==> config.mk <==
export PLATFORM = sky130hd
export DESIGN_NAME = lod_triangle_strip_index_generator_core
export DESIGN_NICKNAME = d
export VERILOG_FILES = /design/src/lodtsig_pkg.sv /design/src/lodtsig_cfg.sv /design/src/lodtsig_seq.sv /design/src/lodtsig_out.sv /design/src/lod_triangle_strip_index_generator_core.sv
export SDC_FILE = /design/constraint.sdc
export NUM_CORES = 1
export LEC_CHECK = 0
export BUFFER_PORTS_ARGS = -buffer_cell sky130_fd_sc_hd__buf_2
export CAP_MARGIN = 20
export CELL_PAD_IN_SITES_DETAIL_PLACEMENT = 1
export CELL_PAD_IN_SITES_GLOBAL_PLACEMENT = 2
export CORE_UTILIZATION = 38
export DETAILED_ROUTE_END_ITERATION = 8
export PLACE_DENSITY = 0.91
export SKIP_LAST_GASP = 1
export SLEW_MARGIN = 10
export SYNTH_ARGS = -nofsm -noshare
export SYNTH_HDL_FRONTEND = slang
export SYNTH_SLANG_ARGS = --single-unit
==> constraint.sdc <==
create_clock -name clk_i -period 7.6 [get_ports clk_i]
set_input_delay 0.38 -clock clk_i [delete_from_list [all_inputs] [get_ports clk_i]]
set_output_delay 0.38 -clock clk_i [all_outputs]
set_load 0.01 [all_outputs]
==> src/lodtsig_pkg.sv <==
// Shared types and constants for the LOD triangle strip index generator.
// Used by every module of the block; depends on nothing.

package lodtsig_pkg;

  // Grid geometry and detail levels.
  localparam int GRID_SIZE   = 1201;
  localparam int LEVEL_COUNT = 8;

  // Field widths.
  localparam int IDX_W    = 21;
  localparam int LEVEL_W  = 3;
  localparam int STEP_W   = 8;
  localparam int CFG_W    = 8;
  localparam int CFG_IDX_W = 1;
  localparam int TDATA_W  = 24;
  localparam int IN_TDATA_W = 8;

  // Derived counter widths.
  localparam int COL_W    = $clog2(GRID_SIZE);
  localparam int ROW_W    = $clog2(GRID_SIZE);
  localparam int STRIDE_W = LEVEL_W + STEP_W;
  localparam int SUM_W    = ((COL_W > STRIDE_W) ? COL_W : STRIDE_W) + 1;
  localparam int LAST_COL = GRID_SIZE - 1;

  typedef enum logic [CFG_IDX_W-1:0] {
    CFG_LEVEL = 1'b0,
    CFG_STEP  = 1'b1
  } cfg_reg_e;

  typedef enum logic [1:0] {
    PH_START  = 2'd0,
    PH_TOP    = 2'd1,
    PH_BOTTOM = 2'd2,
    PH_END    = 2'd3
  } phase_e;

  typedef struct packed {
    logic [IDX_W-1:0] vertex_index;
    logic             degenerate;
    logic             strip_end;
  } res_t;

endpackage

==> src/lodtsig_cfg.sv <==
// Configuration registers (level and column step) and the column stride they select.
// Depends on lodtsig_pkg.

module lodtsig_cfg (
  input  logic                                clk_i,
  input  logic                                rst_ni,
  input  logic                                cfg_we_i,
  input  logic [lodtsig_pkg::CFG_IDX_W-1:0]   cfg_idx_i,
  input  logic [lodtsig_pkg::CFG_W-1:0]       cfg_wdata_i,
  output logic [lodtsig_pkg::STRIDE_W-1:0]    stride_o
);

  logic [lodtsig_pkg::LEVEL_W-1:0]  level_q;
  logic [lodtsig_pkg::STEP_W-1:0]   step_q;
  logic [lodtsig_pkg::LEVEL_W-1:0]  level_eff;
  logic [lodtsig_pkg::STRIDE_W-1:0] prod;

  always_ff @(posedge clk_i or negedge rst_ni) begin
    if (!rst_ni) begin
      level_q <= '0;
      step_q  <= lodtsig_pkg::STEP_W'(1);
    end else if (cfg_we_i) begin
      unique case (lodtsig_pkg::cfg_reg_e'(cfg_idx_i))
        lodtsig_pkg::CFG_LEVEL: level_q <= cfg_wdata_i[lodtsig_pkg::LEVEL_W-1:0];
        lodtsig_pkg::CFG_STEP:  step_q  <= cfg_wdata_i[lodtsig_pkg::STEP_W-1:0];
      endcase
    end
  end

  // Levels past the table top saturate at the coarsest level.
  always_comb begin
    if (int'(level_q) >= lodtsig_pkg::LEVEL_COUNT) begin
      level_eff = lodtsig_pkg::LEVEL_W'(lodtsig_pkg::LEVEL_COUNT - 1);
    end else begin
      level_eff = level_q;
    end
    prod = lodtsig_pkg::STRIDE_W'(level_eff) * lodtsig_pkg::STRIDE_W'(step_q);
    // Level zero walks every column; a zero product also falls back to one.
    if (level_eff == '0 || prod == '0) begin
      stride_o = lodtsig_pkg::STRIDE_W'(1);
    end else begin
      stride_o = prod;
    end
  end

endmodule

==> src/lodtsig_seq.sv <==
// Strip sequencer: row, column and phase counters and the index they produce.
// Depends on lodtsig_pkg.

module lodtsig_seq (
  input  logic                              clk_i,
  input  logic                              rst_ni,
  input  logic                              take_i,
  input  logic                              restart_i,
  input  logic [lodtsig_pkg::STRIDE_W-1:0]  stride_i,
  output lodtsig_pkg::res_t                 res_o
);

  lodtsig_pkg::phase_e             phase_q, phase_d, cur_phase;
  logic [lodtsig_pkg::ROW_W-1:0]   row_q, row_d, cur_row;
  logic [lodtsig_pkg::IDX_W-1:0]   base_q, base_d, cur_base;
  logic [lodtsig_pkg::COL_W-1:0]   col_q, col_d, cur_col, col_adv;
  logic [lodtsig_pkg::SUM_W-1:0]   col_sum;
  logic                            col_last;
  logic                            row_last;

  // A restart request behaves as if the state were back at the strip start.
  always_comb begin
    if (restart_i) begin
      cur_phase = lodtsig_pkg::PH_START;
      cur_row   = '0;
      cur_base  = '0;
      cur_col   = '0;
    end else begin
      cur_phase = phase_q;
      cur_row   = row_q;
      cur_base  = base_q;
      cur_col   = col_q;
    end
    col_sum  = lodtsig_pkg::SUM_W'(cur_col) + lodtsig_pkg::SUM_W'(stride_i);
    col_adv  = (col_sum > lodtsig_pkg::SUM_W'(lodtsig_pkg::LAST_COL)) ?
               lodtsig_pkg::COL_W'(lodtsig_pkg::LAST_COL) : col_sum[lodtsig_pkg::COL_W-1:0];
    col_last = (cur_col >= lodtsig_pkg::COL_W'(lodtsig_pkg::LAST_COL));
    row_last = (cur_row >= lodtsig_pkg::ROW_W'(lodtsig_pkg::GRID_SIZE - 2));
  end

  // Next state.
  always_comb begin
    phase_d = cur_phase;
    row_d   = cur_row;
    base_d  = cur_base;
    col_d   = cur_col;
    unique case (cur_phase)
      lodtsig_pkg::PH_START: begin
        col_d   = '0;
        phase_d = lodtsig_pkg::PH_TOP;
      end
      lodtsig_pkg::PH_TOP: begin
        phase_d = lodtsig_pkg::PH_BOTTOM;
      end
      lodtsig_pkg::PH_BOTTOM: begin
        if (col_last) begin
          phase_d = lodtsig_pkg::PH_END;
        end else begin
          col_d   = col_adv;
          phase_d = lodtsig_pkg::PH_TOP;
        end
      end
      lodtsig_pkg::PH_END: begin
        col_d   = '0;
        phase_d = lodtsig_pkg::PH_START;
        if (row_last) begin
          row_d  = '0;
          base_d = '0;
        end else begin
          row_d  = cur_row + lodtsig_pkg::ROW_W'(1);
          base_d = cur_base + lodtsig_pkg::IDX_W'(lodtsig_pkg::GRID_SIZE);
        end
      end
    endcase
  end

  // Result for the current request.
  always_comb begin
    res_o = '0;
    unique case (cur_phase)
      lodtsig_pkg::PH_START: begin
        res_o.vertex_index = cur_base;
        res_o.degenerate   = 1'b1;
      end
      lodtsig_pkg::PH_TOP: begin
        res_o.vertex_index = cur_base + lodtsig_pkg::IDX_W'(cur_col);
      end
      lodtsig_pkg::PH_BOTTOM: begin
        res_o.vertex_index = cur_base + lodtsig_pkg::IDX_W'(lodtsig_pkg::GRID_SIZE)
                           + lodtsig_pkg::IDX_W'(cur_col);
      end
      lodtsig_pkg::PH_END: begin
        res_o.vertex_index = cur_base
                           + lodtsig_pkg::IDX_W'(2 * lodtsig_pkg::GRID_SIZE - 1);
        res_o.degenerate   = 1'b1;
        res_o.strip_end    = row_last;
      end
    endcase
  end

  always_ff @(posedge clk_i or negedge rst_ni) begin
    if (!rst_ni) begin
      phase_q <= lodtsig_pkg::PH_START;
      row_q   <= '0;
      base_q  <= '0;
      col_q   <= '0;
    end else if (take_i) begin
      phase_q <= phase_d;
      row_q   <= row_d;
      base_q  <= base_d;
      col_q   <= col_d;
    end
  end

endmodule

==> src/lodtsig_out.sv <==
// Output result register with valid flag; holds off the input side while a result waits.
// Depends on lodtsig_pkg.

module lodtsig_out (
  input  logic               clk_i,
  input  logic               rst_ni,
  input  logic               take_i,
  input  lodtsig_pkg::res_t  res_i,
  input  logic               out_ready_i,
  output logic               in_ready_o,
  output logic               out_valid_o,
  output lodtsig_pkg::res_t  res_o
);

  logic              valid_q, valid_d;
  lodtsig_pkg::res_t res_q;

  // A new request is taken when the slot is empty or drains this cycle.
  assign in_ready_o  = !valid_q || out_ready_i;
  assign out_valid_o = valid_q;
  assign res_o       = res_q;

  always_comb begin
    if (take_i) begin
      valid_d = 1'b1;
    end else if (out_ready_i) begin
      valid_d = 1'b0;
    end else begin
      valid_d = valid_q;
    end
  end

  always_ff @(posedge clk_i or negedge rst_ni) begin
    if (!rst_ni) begin
      valid_q <= 1'b0;
    end else begin
      valid_q <= valid_d;
    end
  end

  always_ff @(posedge clk_i) begin
    if (take_i) begin
      res_q <= res_i;
    end
  end

endmodule

==> src/lod_triangle_strip_index_generator_core.sv <==
// Top level of the LOD triangle strip index generator.
// Depends on lodtsig_pkg, lodtsig_cfg, lodtsig_seq and lodtsig_out.
//
//  Channel   Direction  Signals                        Contents
//  s_axis    in         tvalid/tready/tdata[7:0]       tdata[0] = restart
//  m_axis    out        tvalid/tready/tdata/tuser/tlast vertex_index, degenerate, strip_end
//  cfg       in         cfg_we_i/cfg_idx_i/cfg_wdata_i 0 = level, 1 = step
//
// One index per request, one request per cycle unless the output stalls; a result
// appears the cycle after its take, from the single result register behind the counters.
// Reset clears the counters to row 0 at the row start and sets level 0, step 1.
// While a result is stalled, the next request is held off; when the consumer
// takes the result, a new request is taken in that same cycle.

module lod_triangle_strip_index_generator_core (
  input  logic                                  clk_i,
  input  logic                                  rst_ni,
  input  logic                                  s_axis_tvalid,
  output logic                                  s_axis_tready,
  input  logic [lodtsig_pkg::IN_TDATA_W-1:0]    s_axis_tdata,  // [0] restart
  output logic                                  m_axis_tvalid,
  input  logic                                  m_axis_tready,
  output logic [lodtsig_pkg::TDATA_W-1:0]       m_axis_tdata,  // [20:0] vertex_index
  output logic                                  m_axis_tuser,  // [0] degenerate
  output logic                                  m_axis_tlast,  // strip_end
  input  logic                                  cfg_we_i,
  input  logic [lodtsig_pkg::CFG_IDX_W-1:0]     cfg_idx_i,
  input  logic [lodtsig_pkg::CFG_W-1:0]         cfg_wdata_i
);

  logic                             take;
  logic [lodtsig_pkg::STRIDE_W-1:0] stride;
  lodtsig_pkg::res_t                res_next;
  lodtsig_pkg::res_t                res_out;

  assign take = s_axis_tvalid && s_axis_tready;

  lodtsig_cfg u_cfg (
    .clk_i       (clk_i),
    .rst_ni      (rst_ni),
    .cfg_we_i    (cfg_we_i),
    .cfg_idx_i   (cfg_idx_i),
    .cfg_wdata_i (cfg_wdata_i),
    .stride_o    (stride)
  );

  lodtsig_seq u_seq (
    .clk_i     (clk_i),
    .rst_ni    (rst_ni),
    .take_i    (take),
    .restart_i (s_axis_tdata[0]),
    .stride_i  (stride),
    .res_o     (res_next)
  );

  lodtsig_out u_out (
    .clk_i       (clk_i),
    .rst_ni      (rst_ni),
    .take_i      (take),
    .res_i       (res_next),
    .out_ready_i (m_axis_tready),
    .in_ready_o  (s_axis_tready),
    .out_valid_o (m_axis_tvalid),
    .res_o       (res_out)
  );

  assign m_axis_tdata = {(lodtsig_pkg::TDATA_W - lodtsig_pkg::IDX_W)'(0), res_out.vertex_index};
  assign m_axis_tuser = res_out.degenerate;
  assign m_axis_tlast = res_out.strip_end;

endmodule

---- After elaboration in Yosys (flattened, before gate mapping) ----
Index checks and enable logic that the tools add are counted.
storage, ports and cells
  bits in registers ....................... 80
  bits in latches ......................... 0
  bits in writable memories ............... 0
  memory bits (read-only) ................. 0
  bits of input ports ..................... 22
  output and inout port bits .............. 28
  logic and storage cells ................. 53
  memories kept ........................... 0
operators by class
  add/subtract/negate cells ............... 6
  $mul .................................... 1
  div/mod/pow operators ................... 0
  order comparisons ....................... 3
  equality and inequality tests ........... 3
  shifts and indexed selects .............. 0
  multiplexer cells ....................... 18
  bitwise operators ....................... 1
  reductions and logical operators ........ 11
operator list
  cell                      number
  $pmux W21 S4              1
  $mux W11                  7
  $mux W21                  3
  $add A21 B11 Y21          2
  $ge A11 B11 Y1 const B    2
  $pmux W11 S2              1
  $add A21 B11 Y21 const B  1
  $add A21 B12 Y21 const B  1
  $add A11 B11 Y12          1
  $gt A12 B11 Y1 const B    1
  $add A11 B1 Y11 const B   1
  $logic_not A11 Y1         1
  $mul A3 B8 Y11            1
  $pmux W2 S4               1
  $eq A2 B2 Y1 const B      2
  $mux W2                   2
  $reduce_and A2 Y1         2
  $logic_not A3 Y1          1
  $mux W1                   3
  $eq A2 B1 Y1 const B      1
  $logic_not A2 Y1          1
  $logic_or A1 B1 Y1        2
  $reduce_bool A2 Y1        1
  $reduce_or A2 Y1          1
  3 further kinds           3

---- Depth between registers and ports, before layout ----
  word-level depth ........................ 9
  mapped depth ............................ 25
  depth with buffers taken out ............ 24

---- By module ----
From an unflattened synthesis, not the netlist that was laid out.
unflattened totals
  cell total of the unflattened synthesis .. 893
  area total of the unflattened synthesis .. 7433.4 µm²
by module, submodules not included
  module                                   instances  cells each  area each (µm²)  sequential area each (µm²)
  lodtsig_seq                              1          730         5450.2           1126.1
  lodtsig_cfg                              1          132         1212.4           276.5
  lodtsig_out                              1          26          738.2            715.7
  lod_triangle_strip_index_generator_core  1          5           32.5             0.0

---- Worst setup path after synthesis ----
OpenSTA, ideal clock, no wires.
  path type ............................... reg2reg
  start ................................... register u_cfg.level_q, in the netlist u_cfg.level_eff[2]
  end ..................................... register u_seq.col_q[5] (netlist name)
  library setup time ...................... 0.126 ns
  data arrival time ....................... 5.200 ns
  data required time ...................... 7.474 ns
  slack ................................... 2.273 ns
  cell stages (with the launch flop) ...... 24
  buffers on the path ..................... 1
  period minus slack after synthesis ...... 5.327 ns
  path through ............................ dfrtp_1 > clkbuf_1 > nand2_1 > fa_1 > inv_1 > ha_1 > fa_1 > a21o_1 > a21oi_1 > nand2b_1 > a21oi_1 > a211o_1 > and4_1 > a31oi_1 > nand2_1 > fa_1 > nor2b_1 > o211ai_1 > a211oi_1 > nor4_1 > a311o_1 > o21ai_0 > a21boi_0 > a311o_1
on the way
  word-level cells in the longest chain between the ends .. 9
  elaborated cells between the ends (all ways) .. 10
  classes of those cells .................. add/sub: 1; mul: 1; order compare: 1; mux: 4; reduce/logical: 3
ends and longest elaborated chain
  element                 RTL line            text
  from (decl)             lodtsig_cfg.sv:13   logic [lodtsig_pkg::LEVEL_W-1:0] level_q;
  from (signal assigned)  lodtsig_cfg.sv:24   lodtsig_pkg::CFG_LEVEL: level_q <= cfg_wdata_i[lodtsig_pkg::LEVEL_W-1:0];
  $mul A3 B8 Y11          lodtsig_cfg.sv:37   prod = lodtsig_pkg::STRIDE_W'(level_eff) * lodtsig_pkg::STRIDE_W'(step_q);
  $logic_not A11 Y1       lodtsig_cfg.sv:39   if (level_eff == '0 || prod == '0) begin
  $logic_or A1 B1 Y1      lodtsig_cfg.sv:39
  $mux W11 *              lodtsig_cfg.sv:39
  $add A11 B11 Y12 *      lodtsig_seq.sv:34   col_sum = lodtsig_pkg::SUM_W'(cur_col) + lodtsig_pkg::SUM_W'(stride_i);
  $gt A12 B11 Y1          lodtsig_seq.sv:35   col_adv = (col_sum > lodtsig_pkg::SUM_W'(lodtsig_pkg::LAST_COL)) ?
  $mux W11 *              lodtsig_seq.sv:35
  $mux W11 *              lodtsig_seq.sv:56   if (col_last) begin
  $pmux W11 S2 *          lodtsig_seq.sv:47   unique case (cur_phase)
  to (signal assigned)    lodtsig_seq.sv:111  col_q <= col_d;
  to (decl)               lodtsig_seq.sv:16   logic [lodtsig_pkg::COL_W-1:0] col_q, col_d, cur_col, col_adv;
Mark *: on every way between the ends. The rest lies on a longest branch, timed or not.
A chain may end at the register's enable or synchronous reset.

---- Worst setup path in the final report ----
Same ends and word-level chain as after synthesis.

==> summary.log <==
qor: synth.synth-seq-area-share 29.5%
qor: grt.first_global_vias 6572
qor: critical_path.timing.critical_path.from_type flip-flop
qor: layout.final-instance-count-excl-fill 1106
qor: synth.yosys.area_share.adder 11.5%
qor: run.drv_cap 0
qor: layout.fillers 2203
qor: outcome.result_of_the_run completed
qor: clock_network.holdBufCountCts 0
qor: clock_network.tritoncts done
qor: clock_network.tritoncts.num_buffers 9
qor: floorplanning.dieWidth 140 um
qor: sta.rsz0062_at_grt no
qor: sta.setup-violations-final 0
qor: placed_design.gp_congestion 0.854
qor: critical_path.crit_path_top_delay_cell sky130_fd_sc_hd__fa_1
qor: sta.final.min_clock_period 6.08 ns
qor: routing.dr_total_vias 6358
qor: synth.synth_largest_type_area_fraction 19.5%
qor: floorplanning.core_area 18300 um2
qor: floorplanning.num_io_pins 50
qor: critical_path.worst_path_top_cell_family_by_delay compound AO/OA/AOI/OAI gates
qor: hold_path.hp-class in2async
qor: synth.main_combinational_cell_family_by_area_after_synthesis simple AND/OR/NAND/NOR gates
qor: power_and_ir_drop.power_density_cells 196 nW/um2
qor: sta.final_hold_viol_count 0
qor: power_and_ir_drop.ir_drop 0.104 mV
qor: grt.grt_antenna_before_repair 0
qor: layout.nets 954
qor: synth.ys_top_cells_by_area sky130_fd_sc_hd__dfrtp_1 20%, sky130_fd_sc_hd__edfxtp_1 9.6%, sky130_fd_sc_hd__ha_1 8.7%, sky130_fd_sc_hd__nand2_1 4.6%, sky130_fd_sc_hd__o21ai_0 4.2%
qor: layout.area.growth.synth_to_final 9.68%
qor: grt.grt_first_pass_wirelength 33700 um
qor: synth.syn-instance-count 848
qor: synth.yosys.cell_types.count 80
qor: synth.synth_warnings 0
qor: critical_path.critical_path.n_buffers_inverters 1
qor: critical_path.critical_path_arrival 6.31 ns
qor: clock_network.cts-resized-gates 0
qor: placed_design.dp_cells 1089
qor: critical_path.r2r_setup_slack 1.52 ns
qor: power_and_ir_drop.power_frac_seq 33.8%
qor: floorplanning.initial_utilization 39.3%
qor: sta.layout_worst_path_cycle_share 80.0%
qor: synth.synth_mux_area_share 3.13%
qor: clock_network.cts.clk_slew.worst_paths 0.07 ns
qor: sta.max_freq 164 MHz
qor: layout.multiInputGateArea 4730 um2
qor: sta.tightestPinTransition 0.821 ns
qor: layout.ff_latch_area 2120 um2
qor: clock_network.cts.htree.levels 3
qor: routing.drcViolationCount 0
qor: routing.first_pass_iters 7
qor: power_and_ir_drop.p_int 0.950 mW
qor: critical_path.timing.critical_path.slowest_cell_delay 0.56 ns
qor: critical_path.r2r.worst_path.cells 22
qor: synth.synth_compound_area_share 22.1%
qor: routing.antenna_left 0
qor: sta.timing.max_slew.rel_slack 44.8%
qor: synth.ys_seq_elements 80
qor: power_and_ir_drop.power_frac_clock 28.7%
qor: sta.timing.clock.skew 0.00704 ns
qor: clock_network.tritoncts_num_sinks 80
qor: routing.routedWlPerCell 18.3 um
qor: synth.synth_simple_gate_area_share 22.3%
qor: power_and_ir_drop.netSwitchingFraction 38.5%
qor: synth.area_of_the_mapped_netlist 7190 um2
qor: critical_path.worstSetupPathDepth 22
qor: floorplanning.die_h 140 um
qor: layout.layout-drive-gt1-share 11.4%
qor: power_and_ir_drop.leakage 3.59 nW
qor: clock_network.cts-root-buf sky130_fd_sc_hd__clkbuf_16
qor: critical_path.timing.critical_path.mode_cell sky130_fd_sc_hd__fa_1
qor: grt.grt_util_all_layers 21.7%
qor: grt.overflow_left_after_global_routing 0
qor: synth.most_used_flip_flop_cell_after_synthesis sky130_fd_sc_hd__dfrtp_1
qor: critical_path.criticalPathCategory reg2reg
qor: synth.synthXorXnorAreaFrac 6.70%
qor: power_and_ir_drop.net-switching-power 0.594 mW
qor: critical_path.endpoint_kind flip-flop
qor: power_and_ir_drop.comb_power_share 37.5%
qor: sta.setup-tns-final 0 ns
qor: routing.drt-vias-per-instance 5.75
qor: critical_path.crit_path_cell_trace nand2_1 > fa_1 > inv_1 > ha_1 > fa_1 > a21o_1 > a21oi_1 > nand2b_1 > a21oi_1 > a211o_1 > and4_1 > a31oi_1 > nand2_1 > fa_1 > nor2b_1 > o211ai_1 > a211oi_1 > nor4_1 > a311o_1 > o21ai_0 > a21boi_0 > a311o_1
qor: critical_path.crit_fanout 10
qor: clock_network.cts_post_setup_buffers_inserted 0
qor: placed_design.dp_hpwl 15100 um
qor: critical_path.worstPathRequired 7.83 ns
qor: clock_network.clock_latency 0.35 ns
qor: synth.avgSynthCellArea 8.47 um2
qor: routing.wirelength 20200 um
qor: synth.synth_edf_count 23
qor: placed_design.placement.io_buffers 39
qor: synth.synth_top_area_cell sky130_fd_sc_hd__dfrtp_1
qor: layout.number_of_antenna_repair_diodes 0
qor: synth.ys_async_sr_fraction 71.3%
qor: clock_network.clk_path_buf_depth 2
qor: grt.grt_start_max_net_pins 58
qor: routing.initialDrtViolationCount 381
qor: floorplanning.fp.dieArea 19500 um2
qor: floorplanning.std_cell_rows 49
qor: sta.final_max_slew_viol_count 0
-- path summary, 6_finish.rpt --
kind                                                start                       endpoint
min reg2reg                    u_seq.col_q[9]$_DFFE_PN0P_     u_seq.col_q[9]$_DFFE_PN0P_
min in group clk_i                          s_axis_tvalid  u_out.out_valid_o$_DFFE_PN0P_
max reg2reg                u_cfg.level_eff[2]$_DFFE_PN0P_     u_seq.col_q[5]$_DFFE_PN0P_
max in group asynchronous                          rst_ni     u_seq.col_q[0]$_DFFE_PN0P_
min                                                rst_ni   u_seq.base_q[20]$_DFFE_PN0P_
max                        u_cfg.level_eff[2]$_DFFE_PN0P_     u_seq.col_q[5]$_DFFE_PN0P_
-- sequential cells by signal (all words and copies together) (netlist names) --
name,count
u_cfg.level_eff,3
u_cfg.step_q,8
u_out.out_valid_o,1
u_out.res_o,23
u_seq.base_q,21
u_seq.col_q,11
u_seq.phase_q,2
u_seq.row_q,11
-- power by group through the flow --
| stage | combinational [mW] | sequential [mW] | clock [mW] |
|---|---|---|---|
| global placement | 0.560 | 0.528 | 0 |
| finish | 0.579 | 0.522 | 0.443 |
| CTS | 0.579 | 0.521 | 0.454 |
| global route | 0.650 | 0.528 | 0.471 |
| floorplan | 0.446 | 0.512 | 0 |
| detailed placement | 0.576 | 0.530 | 0 |
-- logic make-up after synthesis --
family / after synthesis
flip-flops: 80
other: 1
adder cells (fa/ha/maj): 60
AO/OA/AOI/OAI: 235
buffers and inverters: 86
AND/OR/NAND/NOR: 311
multiplexers: 20
XOR/XNOR: 55
-- layer usage --
layer / up-vias / GRT usage, % / share of wire, %
li1: 3111 / - / -
met1: 3112 / 29.5 / 49
met2: 118 / 36.6 / 46
met5: - / 0 / 0
met4: 0 / 4.91 / 1.2
met3: 17 / 3.03 / 3.1
-- synth_stat cells, types with 16 or more instances --
cell / number
sky130_fd_sc_hd__nand3_1: 21
sky130_fd_sc_hd__ha_1: 50
sky130_fd_sc_hd__a21oi_1: 42
sky130_fd_sc_hd__clkbuf_1: 31
sky130_fd_sc_hd__o21ai_0: 61
sky130_fd_sc_hd__xor2_1: 21
sky130_fd_sc_hd__xnor2_1: 34
sky130_fd_sc_hd__mux2_2: 16
sky130_fd_sc_hd__nor2_1: 60
sky130_fd_sc_hd__nand2_1: 88
sky130_fd_sc_hd__and3_1: 16
sky130_fd_sc_hd__edfxtp_1: 23
sky130_fd_sc_hd__dfrtp_1: 56
sky130_fd_sc_hd__nor2b_1: 39
sky130_fd_sc_hd__a22o_1: 16
sky130_fd_sc_hd__inv_1: 46
sky130_fd_sc_hd__a21o_1: 16
-- cell usage in the layout, fill, tap and decap left out, types with 13 or more instances in the layout --
cell	Yosys	final
sky130_fd_sc_hd__a21o_1	16	16
sky130_fd_sc_hd__a21oi_1	42	42
sky130_fd_sc_hd__a22o_1	16	16
sky130_fd_sc_hd__and2_1	13	13
sky130_fd_sc_hd__and3_1	16	16
sky130_fd_sc_hd__buf_2	2	40
sky130_fd_sc_hd__dfrtp_1	56	56
sky130_fd_sc_hd__edfxtp_1	23	23
sky130_fd_sc_hd__ha_1	50	50
sky130_fd_sc_hd__inv_1	46	46
sky130_fd_sc_hd__mux2_2	16	16
sky130_fd_sc_hd__nand2_1	88	88
sky130_fd_sc_hd__nand2b_1	14	14
sky130_fd_sc_hd__nand3_1	21	21
sky130_fd_sc_hd__nor2_1	60	60
sky130_fd_sc_hd__nor2b_1	39	39
sky130_fd_sc_hd__nor3_1	15	15
sky130_fd_sc_hd__o21ai_0	61	61
sky130_fd_sc_hd__xnor2_1	34	34
sky130_fd_sc_hd__xor2_1	21	21
-- area by class of cell --
type                       instances  share of cell area [%]
clock inverter                     5                   0.476
inverter                          47                    2.24
multi-input combinational        684                    60.1
timing repair buffer              50                    3.49
clock buffer                      11                    3.21
sequential                        80                    26.9
tap                              229                    3.64
-- through the flow --
| step | instance area, um2 | util [%] | worst slack [ns] | hold WS (ns) | power, mW |
|---|---|---|---|---|---|
| after floorplan | 7190 | - | 2.27 | 0.0844 | 0.958 |
| after global placement | 7590 | 41.5 | 1.76 | 0.462 | 1.09 |
| after detailed placement | 7590 | 41.5 | 1.53 | 0.473 | 1.11 |
| after CTS | 7880 | 43.1 | 1.51 | 0.205 | 1.55 |
| after global routing | 7880 | 43.1 | 0.978 | 0.248 | 1.65 |
| final | 7880 | 43.1 | 1.52 | 0.175 | 1.54 |
Note: power is estimated with default switching activity, not from simulation.
